$ cat config.mk
export PLATFORM = sky130hd
export DESIGN_NAME = hsl_to_rgb_converter_unit
export DESIGN_NICKNAME = d
export VERILOG_FILES = /design/src/rtl/core/hrgb_pkg.sv /design/src/rtl/core/hsl_to_rgb_converter_unit.sv /design/src/rtl/core/hrgb_prep.sv /design/src/rtl/core/hrgb_mul.sv /design/src/rtl/core/hrgb_mix.sv
export SDC_FILE = /design/constraint.sdc
export NUM_CORES = 2
export LEC_CHECK = 0
export BUFFER_PORTS_ARGS = -buffer_cell sky130_fd_sc_hd__clkbuf_2
export CAP_MARGIN = 10
export CORE_MARGIN = 10
export CORE_UTILIZATION = 45
export CTS_CLUSTER_DIAMETER = 30
export DETAILED_ROUTE_END_ITERATION = 7
export SLEW_MARGIN = 20
export SYNTH_ARGS = -nofsm -noshare
export SYNTH_HDL_FRONTEND = slang
export SYNTH_HIERARCHICAL = 1
export SYNTH_SLANG_ARGS = --single-unit
export TNS_END_PERCENT = 30
$ cat constraint.sdc
create_clock -name clk -period 6.4 [get_ports clk]
set_clock_uncertainty 0.1 [all_clocks]
set_input_delay 1.28 -clock clk [delete_from_list [all_inputs] [get_ports clk]]
set_output_delay 1.28 -clock clk [all_outputs]
set_load 0.01 [all_outputs]
$ cat src/rtl/core/hrgb_pkg.sv
// Shared types and constants for the HSL to RGB converter.
// No dependencies; imported by every module of the converter.
`timescale 1ns / 1ps

package hrgb_pkg;

  // Port widths of the input fractions and the output colour channels.
  localparam int IN_W   = 13;
  localparam int OUT_W  = 8;
  localparam int SECT_W = 3;

  typedef logic [SECT_W-1:0] sector_t;

  // The six 60-degree hue sectors.
  localparam sector_t SECT_0 = 3'd0;
  localparam sector_t SECT_1 = 3'd1;
  localparam sector_t SECT_2 = 3'd2;
  localparam sector_t SECT_3 = 3'd3;
  localparam sector_t SECT_4 = 3'd4;
  localparam sector_t SECT_5 = 3'd5;

endpackage

$ cat src/rtl/core/hsl_to_rgb_converter_unit.sv
// Top level of the HSL to RGB converter: three pipeline sections in a chain.
// Depends on hrgb_pkg, hrgb_prep, hrgb_mul and hrgb_mix.
//
//   Channel   Ports                                   Direction
//   input     in_valid/in_ready, in_hue,               sink
//             in_saturation, in_lightness
//   result    out_valid/out_ready, out_red,            source
//             out_green, out_blue
//
// One request is taken every clock cycle unless a stall on the result side has
// filled every stage. There are five register stages: input preparation, the
// two multiplier stages, sector placement and the wide times-255 stage at the
// end. Reset empties every stage. A stall on the result side holds each full
// stage; empty stages ahead of it still fill, so requests keep flowing until
// all five stages hold an item.
`timescale 1ns / 1ps

module hsl_to_rgb_converter_unit #(
  parameter int FRAC_BITS = 12
) (
  input  logic                       clk,
  input  logic                       rst_n,
  input  logic                       in_valid,
  output logic                       in_ready,
  input  logic [hrgb_pkg::IN_W-1:0]  in_hue,
  input  logic [hrgb_pkg::IN_W-1:0]  in_saturation,
  input  logic [hrgb_pkg::IN_W-1:0]  in_lightness,
  output logic                       out_valid,
  input  logic                       out_ready,
  output logic [hrgb_pkg::OUT_W-1:0] out_red,
  output logic [hrgb_pkg::OUT_W-1:0] out_green,
  output logic [hrgb_pkg::OUT_W-1:0] out_blue
);
  import hrgb_pkg::*;

  localparam int F     = FRAC_BITS;
  localparam int DEPTH = 5;
  localparam int CNT_W = $clog2(DEPTH + 1);

  logic         p_valid, p_ready;
  logic [F:0]   p_sat, p_light, p_om, p_od;
  sector_t      p_sector;

  logic         m_valid, m_ready;
  logic [2*F:0] m_chroma;
  logic [3*F:0] m_cx;
  logic [2*F+1:0] m_mvh;
  sector_t      m_sector;

  hrgb_prep #(.FRAC_BITS(FRAC_BITS)) u_prep (
    .clk          (clk),
    .rst_n        (rst_n),
    .in_valid     (in_valid),
    .in_ready     (in_ready),
    .in_hue       (in_hue),
    .in_saturation(in_saturation),
    .in_lightness (in_lightness),
    .out_valid    (p_valid),
    .out_ready    (p_ready),
    .out_sat      (p_sat),
    .out_light    (p_light),
    .out_om       (p_om),
    .out_od       (p_od),
    .out_sector   (p_sector)
  );

  hrgb_mul #(.FRAC_BITS(FRAC_BITS)) u_mul (
    .clk       (clk),
    .rst_n     (rst_n),
    .in_valid  (p_valid),
    .in_ready  (p_ready),
    .in_sat    (p_sat),
    .in_light  (p_light),
    .in_om     (p_om),
    .in_od     (p_od),
    .in_sector (p_sector),
    .out_valid (m_valid),
    .out_ready (m_ready),
    .out_chroma(m_chroma),
    .out_cx    (m_cx),
    .out_mvh   (m_mvh),
    .out_sector(m_sector)
  );

  hrgb_mix #(.FRAC_BITS(FRAC_BITS)) u_mix (
    .clk      (clk),
    .rst_n    (rst_n),
    .in_valid (m_valid),
    .in_ready (m_ready),
    .in_chroma(m_chroma),
    .in_cx    (m_cx),
    .in_mvh   (m_mvh),
    .in_sector(m_sector),
    .out_valid(out_valid),
    .out_ready(out_ready),
    .out_red  (out_red),
    .out_green(out_green),
    .out_blue (out_blue)
  );

  // Count of requests inside the pipeline, kept for the checks below.
  logic             in_acc, out_acc;
  logic [CNT_W-1:0] inflight_r, inflight_nxt;

  assign in_acc       = in_valid && in_ready;
  assign out_acc      = out_valid && out_ready;
  assign inflight_nxt = inflight_r + CNT_W'(in_acc) - CNT_W'(out_acc);

  always_ff @(posedge clk) begin
    if (!rst_n) begin
      inflight_r <= '0;
    end else begin
      inflight_r <= inflight_nxt;
    end
  end

  a_depth_bound: assert property (@(posedge clk) disable iff (!rst_n)
    inflight_r <= CNT_W'(DEPTH))
    else $error("more requests in flight than pipeline stages");

  a_no_phantom: assert property (@(posedge clk) disable iff (!rst_n)
    out_valid |-> inflight_r != '0)
    else $error("result presented with no request in flight");

  a_bubble_fill: assert property (@(posedge clk) disable iff (!rst_n)
    inflight_r < CNT_W'(DEPTH) |-> in_ready)
    else $error("input stalled while a pipeline stage is empty");

endmodule

$ cat src/rtl/core/hrgb_prep.sv
// First pipeline stage: input clamping, |2l-1|, hue sector and sector offset.
// Depends on hrgb_pkg.
`timescale 1ns / 1ps

module hrgb_prep #(
  parameter int FRAC_BITS = 12
) (
  input  logic                        clk,
  input  logic                        rst_n,
  input  logic                        in_valid,
  output logic                        in_ready,
  input  logic [hrgb_pkg::IN_W-1:0]   in_hue,
  input  logic [hrgb_pkg::IN_W-1:0]   in_saturation,
  input  logic [hrgb_pkg::IN_W-1:0]   in_lightness,
  output logic                        out_valid,
  input  logic                        out_ready,
  output logic [FRAC_BITS:0]          out_sat,
  output logic [FRAC_BITS:0]          out_light,
  output logic [FRAC_BITS:0]          out_om,
  output logic [FRAC_BITS:0]          out_od,
  output hrgb_pkg::sector_t           out_sector
);
  import hrgb_pkg::*;

  localparam int F  = FRAC_BITS;
  localparam int HW = (IN_W > F) ? IN_W : F;
  localparam int CW = HW + 1;
  localparam logic [F:0] ONE = {1'b1, {F{1'b0}}};

  logic [HW-1:0] hue_x;
  logic [F-1:0]  h;
  logic [CW-1:0] sat_w, light_w, one_w;
  logic [F+1:0]  twol, one2, dist2;
  logic [F+2:0]  h6;
  logic [F:0]    f, d;

  logic [F:0]    sat_nxt, light_nxt, om_nxt, od_nxt;
  sector_t       sector_nxt;

  logic          v_r;
  logic [F:0]    sat_r, light_r, om_r, od_r;
  sector_t       sector_r;
  logic          en;

  always_comb begin
    // Hue wraps modulo one full turn, so a hue of exactly 1.0 lands in sector 0.
    hue_x = HW'(in_hue);
    h     = hue_x[F-1:0];

    sat_w     = CW'(in_saturation);
    light_w   = CW'(in_lightness);
    one_w     = CW'(ONE);
    sat_nxt   = (sat_w > one_w) ? ONE : sat_w[F:0];
    light_nxt = (light_w > one_w) ? ONE : light_w[F:0];

    twol   = {light_nxt, 1'b0};
    one2   = (F+2)'(ONE);
    dist2  = (twol >= one2) ? (twol - one2) : (one2 - twol);
    om_nxt = ONE - dist2[F:0];

    h6         = (F+3)'({h, 2'b00}) + (F+3)'({h, 1'b0});
    sector_nxt = h6[F+2:F];
    f          = h6[F:0];
    d          = (f >= ONE) ? (f - ONE) : (ONE - f);
    od_nxt     = ONE - d;
  end

  assign en       = !v_r || out_ready;
  assign in_ready = en;

  always_ff @(posedge clk) begin
    if (!rst_n) begin
      v_r <= 1'b0;
    end else if (en) begin
      v_r <= in_valid;
    end
  end

  always_ff @(posedge clk) begin
    if (en && in_valid) begin
      sat_r    <= sat_nxt;
      light_r  <= light_nxt;
      om_r     <= om_nxt;
      od_r     <= od_nxt;
      sector_r <= sector_nxt;
    end
  end

  assign out_valid  = v_r;
  assign out_sat    = sat_r;
  assign out_light  = light_r;
  assign out_om     = om_r;
  assign out_od     = od_r;
  assign out_sector = sector_r;

endmodule

$ cat src/rtl/core/hrgb_mul.sv
// Two multiplier stages: chroma = (1-|2l-1|)*s, then chroma times the x weight.
// Also forms the lightness offset m. Depends on hrgb_pkg.
`timescale 1ns / 1ps

module hrgb_mul #(
  parameter int FRAC_BITS = 12
) (
  input  logic                  clk,
  input  logic                  rst_n,
  input  logic                  in_valid,
  output logic                  in_ready,
  input  logic [FRAC_BITS:0]    in_sat,
  input  logic [FRAC_BITS:0]    in_light,
  input  logic [FRAC_BITS:0]    in_om,
  input  logic [FRAC_BITS:0]    in_od,
  input  hrgb_pkg::sector_t     in_sector,
  output logic                  out_valid,
  input  logic                  out_ready,
  output logic [2*FRAC_BITS:0]  out_chroma,
  output logic [3*FRAC_BITS:0]  out_cx,
  output logic [2*FRAC_BITS+1:0] out_mvh,
  output hrgb_pkg::sector_t     out_sector
);
  import hrgb_pkg::*;

  localparam int F = FRAC_BITS;

  // Stage A: chroma, scaled by ONE^2.
  logic [2*F+1:0] chroma_full;
  logic [2*F:0]   chroma_nxt;
  logic           va_r;
  logic [2*F:0]   chroma_a_r;
  logic [F:0]     light_a_r, od_a_r;
  sector_t        sect_a_r;
  logic           en_a;

  // Stage B: chroma*(1-d) scaled by ONE^3 and m scaled by 2*ONE^2.
  logic [3*F+2:0] cx_full;
  logic [3*F:0]   cx_nxt;
  logic [2*F+1:0] mvh_nxt;
  logic           vb_r;
  logic [2*F:0]   chroma_b_r;
  logic [3*F:0]   cx_b_r;
  logic [2*F+1:0] mvh_b_r;
  sector_t        sect_b_r;
  logic           en_b;

  assign chroma_full = (2*F+2)'(in_om) * (2*F+2)'(in_sat);
  assign chroma_nxt  = chroma_full[2*F:0];

  assign cx_full = (3*F+3)'(chroma_a_r) * (3*F+3)'(od_a_r);
  assign cx_nxt  = cx_full[3*F:0];
  // Chroma never exceeds 2*l*ONE, so the difference stays non-negative.
  assign mvh_nxt = {light_a_r, 1'b0, {F{1'b0}}} - (2*F+2)'(chroma_a_r);

  assign en_b     = !vb_r || out_ready;
  assign en_a     = !va_r || en_b;
  assign in_ready = en_a;

  always_ff @(posedge clk) begin
    if (!rst_n) begin
      va_r <= 1'b0;
      vb_r <= 1'b0;
    end else begin
      if (en_a) begin
        va_r <= in_valid;
      end
      if (en_b) begin
        vb_r <= va_r;
      end
    end
  end

  always_ff @(posedge clk) begin
    if (en_a && in_valid) begin
      chroma_a_r <= chroma_nxt;
      light_a_r  <= in_light;
      od_a_r     <= in_od;
      sect_a_r   <= in_sector;
    end
    if (en_b && va_r) begin
      chroma_b_r <= chroma_a_r;
      cx_b_r     <= cx_nxt;
      mvh_b_r    <= mvh_nxt;
      sect_b_r   <= sect_a_r;
    end
  end

  assign out_valid  = vb_r;
  assign out_chroma = chroma_b_r;
  assign out_cx     = cx_b_r;
  assign out_mvh    = mvh_b_r;
  assign out_sector = sect_b_r;

endmodule

$ cat src/rtl/core/hrgb_mix.sv
// Two final stages: sector placement of c and x plus m, then scaling by 255.
// Depends on hrgb_pkg.
`timescale 1ns / 1ps

module hrgb_mix #(
  parameter int FRAC_BITS = 12
) (
  input  logic                     clk,
  input  logic                     rst_n,
  input  logic                     in_valid,
  output logic                     in_ready,
  input  logic [2*FRAC_BITS:0]     in_chroma,
  input  logic [3*FRAC_BITS:0]     in_cx,
  input  logic [2*FRAC_BITS+1:0]   in_mvh,
  input  hrgb_pkg::sector_t        in_sector,
  output logic                     out_valid,
  input  logic                     out_ready,
  output logic [hrgb_pkg::OUT_W-1:0] out_red,
  output logic [hrgb_pkg::OUT_W-1:0] out_green,
  output logic [hrgb_pkg::OUT_W-1:0] out_blue
);
  import hrgb_pkg::*;

  localparam int F  = FRAC_BITS;
  // Channel totals are scaled by 2*ONE^3 and never exceed that value.
  localparam int TW = 3*F + 2;
  localparam int PW = TW + 8;
  localparam int SH = 3*F + 1;

  localparam logic [1:0] SEL_C = 2'd0;
  localparam logic [1:0] SEL_X = 2'd1;
  localparam logic [1:0] SEL_Z = 2'd2;

  function automatic logic [5:0] sect_sel(sector_t s);
    logic [5:0] r;
    case (s)
      SECT_0:  r = {SEL_C, SEL_X, SEL_Z};
      SECT_1:  r = {SEL_X, SEL_C, SEL_Z};
      SECT_2:  r = {SEL_Z, SEL_C, SEL_X};
      SECT_3:  r = {SEL_Z, SEL_X, SEL_C};
      SECT_4:  r = {SEL_X, SEL_Z, SEL_C};
      SECT_5:  r = {SEL_C, SEL_Z, SEL_X};
      default: r = {SEL_C, SEL_Z, SEL_X};
    endcase
    return r;
  endfunction

  function automatic logic [TW-1:0] pick(logic [1:0] code, logic [TW-1:0] tc,
                                         logic [TW-1:0] tx, logic [TW-1:0] tz);
    logic [TW-1:0] r;
    case (code)
      SEL_C:   r = tc;
      SEL_X:   r = tx;
      default: r = tz;
    endcase
    return r;
  endfunction

  function automatic logic [OUT_W-1:0] scale(logic [TW-1:0] t);
    logic [PW-1:0] p;
    logic [8:0]    q;
    // t*255 as (t << 8) - t; the common denominator is a power of two.
    p = {t, 8'b0} - PW'(t);
    q = p[PW-1:SH];
    return q[8] ? {OUT_W{1'b1}} : q[OUT_W-1:0];
  endfunction

  logic [2*F+2:0] csum;
  logic [TW-1:0]  tc, tx, tz;
  logic [5:0]     sel;
  logic [TW-1:0]  tr_nxt, tg_nxt, tb_nxt;
  logic           va_r;
  logic [TW-1:0]  tr_r, tg_r, tb_r;
  logic           en_a;

  logic [OUT_W-1:0] red_nxt, green_nxt, blue_nxt;
  logic             vb_r;
  logic [OUT_W-1:0] red_r, green_r, blue_r;
  logic             en_b;

  always_comb begin
    csum   = (2*F+3)'({in_chroma, 1'b0}) + (2*F+3)'(in_mvh);
    tz     = TW'(in_mvh) << F;
    tc     = TW'(csum) << F;
    tx     = TW'({in_cx, 1'b0}) + tz;
    sel    = sect_sel(in_sector);
    tr_nxt = pick(sel[5:4], tc, tx, tz);
    tg_nxt = pick(sel[3:2], tc, tx, tz);
    tb_nxt = pick(sel[1:0], tc, tx, tz);
  end

  assign red_nxt   = scale(tr_r);
  assign green_nxt = scale(tg_r);
  assign blue_nxt  = scale(tb_r);

  assign en_b     = !vb_r || out_ready;
  assign en_a     = !va_r || en_b;
  assign in_ready = en_a;

  always_ff @(posedge clk) begin
    if (!rst_n) begin
      va_r <= 1'b0;
      vb_r <= 1'b0;
    end else begin
      if (en_a) begin
        va_r <= in_valid;
      end
      if (en_b) begin
        vb_r <= va_r;
      end
    end
  end

  always_ff @(posedge clk) begin
    if (en_a && in_valid) begin
      tr_r <= tr_nxt;
      tg_r <= tg_nxt;
      tb_r <= tb_nxt;
    end
    if (en_b && va_r) begin
      red_r   <= red_nxt;
      green_r <= green_nxt;
      blue_r  <= blue_nxt;
    end
  end

  assign out_valid = vb_r;
  assign out_red   = red_r;
  assign out_green = green_r;
  assign out_blue  = blue_r;

endmodule
==> summary.txt <==
Timing
  – Period utilisation layout: 0.950
  – Final slew viol count: 0
  – Worst hold slack: ~310 ps
  – Slew @ Worst Pin: 890 ps
  – Hold Violations, Final: 0
  – Final setup fails: 0
  – RSZ-0062 raised after global routing: false
  – Max Freq: 164 MHz
  – Relative slew slack: 0.407
  – Min Clock Period, post-route: just over 6000 ps
  – Worst setup margin: between 300 and 400 ps
  – Fin Setup TNS: 0 ps

Setup path
  – Critical path class: register to register
  – Critical-path cell list: buf_4 > and2_1 > fa_1 > inv_1 > fa_1 > inv_1 > fa_1 > inv_1 > fa_1 > fa_1 > inv_1 > ha_1 > a21oi_1 > and4_1 > nor4b_1 > buf_4 > o21ai_0 > nand2_1 > a21oi_1 > xnor2_1
  – Worst Setup End Kind: register
  – CP Buf/Inv Count: 6
  – CP Max Fanout: 9
  – Worst EP required: roughly 6700 ps
  – Crit path depth: 20
  – Reg2reg path depth: 20
  – Largest delay contributor family on the critical path: adder cells
  – CP dominant cell by count: fa_1
  – Worst Path Arrival: 6340 ps
  – Crit-path slowest cell: fa_1
  – Slowest cell delay on critical path: between 500 and 600 ps
  – Startpoint Class: register

Logic synthesis
  – Main flop type after synthesis: edfxtp_1
  – Top-count cell post-synth: inv_1
  – Synth warnings: 6
  – Avg Inst Size Synth: just over 9 sq um
  – Dominant cell type by area after synthesis: edfxtp_1
  – Yosys cell types: approximately 110
  – Post-synth ARST share: 0
  – Post-synth EDFFs: approximately 330
  – Area share of the largest cell type after synthesis: 0.262
  – Area of the mapped netlist: 0.0380 sq mm
  – Cells after Synth: between 4000 and 5000
  – FF+latch count, synth: around 340
  – Commonest cells post-synth: inv_1 (622), nand2_1 (510), fa_1 (375), edfxtp_1 (331), ha_1 (313)
  – Top cells by area, synth: edfxtp_1 (26%), fa_1 (20%), ha_1 (10%)
  – Seq/Total Area, Yosys: 0.264

Clocking
  – Post-CTS resize count: 0
  – Max Root-Sink Buffers: 3
  – Hold-fix buffers, CTS: 0
  – Num CTS Buffers: slightly below 80
  – CTS tree: yes
  – Setup Fix Bufs, Post-CTS: 0
  – Clock transition at the registers of the reported paths: approximately 50 ps
  – Clock latency on the worst-skew pair: between 600 and 700 ps
  – Clock tree sinks: roughly 340
  – H-tree levels: 3
  – CTS Root Cell: clkbuf_16

Floorplan
  – Row cnt: 106
  – Die height: just over 300 um
  – Io pins: 69
  – Full die area: approximately 0.096 sq mm
  – Initial core utilization: 0.454
  – Die W: roughly 310 um
  – Core ar.: 0.0837 sq mm

Finish
  – Finished Layout Cells: approximately 5400
  – Synthesis-to-finish area growth: 11.7%
  – Fraction of layout instances using a drive strength above 1: 0.0827
  – Fillcell total: a little under 8000
  – Number of diodes: 0
  – Layout net count: roughly 4900

Drt
  – Antenna-violating nets left: 0
  – Via/cell ratio: ~5.4
  – Iteration-0 DRC Markers: ~1900
  – Drt pass-1 iters: 8
  – Routed vias: 29100
  – DR WL/cell: between 15 and 20 um
  – # DRC: 5
  – Total Wirelength: slightly below 100 mm

Global routing
  – Met3 usage in global routing: 0.0256
  – Global route total overflow: 0
  – Initial antenna violation count: 2
  – Grt met1 use: 0.263
  – GRT Resource Usage Total: 0.203
  – Grt peak-use layer: met2
  – First-pass GRT wire length: ~160 mm
  – Largest net degree at the start of global routing: 82
  – Vias in the first global route: about 29000
  – Met2 usage: 0.349

Placed design
  – Post-DP HPWL: roughly 78 mm
  – PortBufs: 67
  – Final Wtd Congestion: 0.906
  – Place WS: about 290 ps
  – Placed insts: between 5000 and 6000

Flow run
  – Max-Cap Viols: 0

Status
  – Failing checks: design-rule violations
  – Status: complete, but fails checks

Hold path
  – HP Class: register to register
  – Hold Crit Depth: 0
-- cell type report --
| type | instances | area [sq um] | area share |
|---|---|---|---|
| Timing Repair Buffer | 149 | 963 | 0.0227 |
| Sequential cell | 336 | 10000 | 0.237 |
| Clock buffer | 85 | 1990 | 0.0469 |
| Inverter | 625 | 2350 | 0.0553 |
| Tap cell | 1134 | 1420 | 0.0335 |
| Clock inverter | 58 | 684 | 0.0161 |
| Multi-Input combinational cell | 2991 | 25000 | 0.589 |
-- worst reg2reg max path: cells and delay by family, from the launching register on --
family / cells / cell delay [ps]
buffers and inverters: 6 / 550
AND/OR/NAND/NOR: 4 / 750
XOR/XNOR: 1 / 90
adder cells (fa/ha/maj): 6 / 2810
flip-flops: 1 / 450
AO/OA/AOI/OAI: 3 / 1070
-- registers in the layout (all words and copies together) (netlist names), 3 cells and up --
register           cells
u_mix/tb_r            37
u_mix/tg_r            37
u_mix/tr_r            37
u_mul/out_cx          37
u_mul/chroma_a_r      25
u_mul/out_chroma      25
u_mul/out_mvh         25
u_mul/light_a_r       13
u_mul/od_a_r          13
u_prep/out_light      13
u_prep/out_sat        13
u_prep/out_od         12
u_prep/out_om         11
u_mix/out_blue         8
u_mix/out_green        8
u_mix/out_red          8
u_mul/out_sector       3
u_mul/sect_a_r         3
u_prep/out_sector      3
-- final timing paths --
path / slack [ps] / start / endpoint
setup / recovery: 320 / u_mul/od_a_r[1] / u_mul/out_cx[35]
hold / removal: 310 / u_prep/out_light[6] / u_mul/light_a_r[6]
setup reg to reg: 320 / u_mul/od_a_r[1] / u_mul/out_cx[35]
hold reg to reg: 310 / u_prep/out_light[6] / u_mul/light_a_r[6]
-- per-stage QoR --
step                      instance area (sq um)   util
final                                     42400  0.507
after global placement                    39700  0.475
after global routing                      42400  0.507
after floorplan                           38000      -
after detailed placement                  39700  0.475
after CTS                                 42400  0.507
-- layout by cell type, fill, tap and decap left out, types with 62 or more instances in the layout --
cell,instances
a21o_1,122
a21oi_1,228
and2_1,204
buf_4,81
clkbuf_16,78
clkbuf_2,67
edfxtp_1,331
fa_1,375
ha_1,313
inv_1,622
nand2_1,510
nor2_1,194
nor2b_1,62
o21ai_0,172
xnor2_1,127
-- cells by family (layout without fill, tap and decap cells) --
family          Yosys count  after routing  share of synthesized area
simple gates           1249           1249                      0.160
compound gates          849            849                      0.147
buf+inv                 781            917                     0.0787
fa+ha+maj               688            688                      0.301
flops                   336            336                      0.264
xor+xnor                182            182                     0.0429
mux                      21             21                    0.00590
other cells               1              2                  0.0000988
-- metal layers --
layer / share of wire / wire, um
met1: 0.44 / 42700
met2: 0.49 / 47500
met3: 0.039 / 3760
met4: 0.033 / 3240
met5: 0.00013 / 13
Power is not shown: default switching activity piles up to over one toggle a cycle in this logic, so the estimate is an artifact.
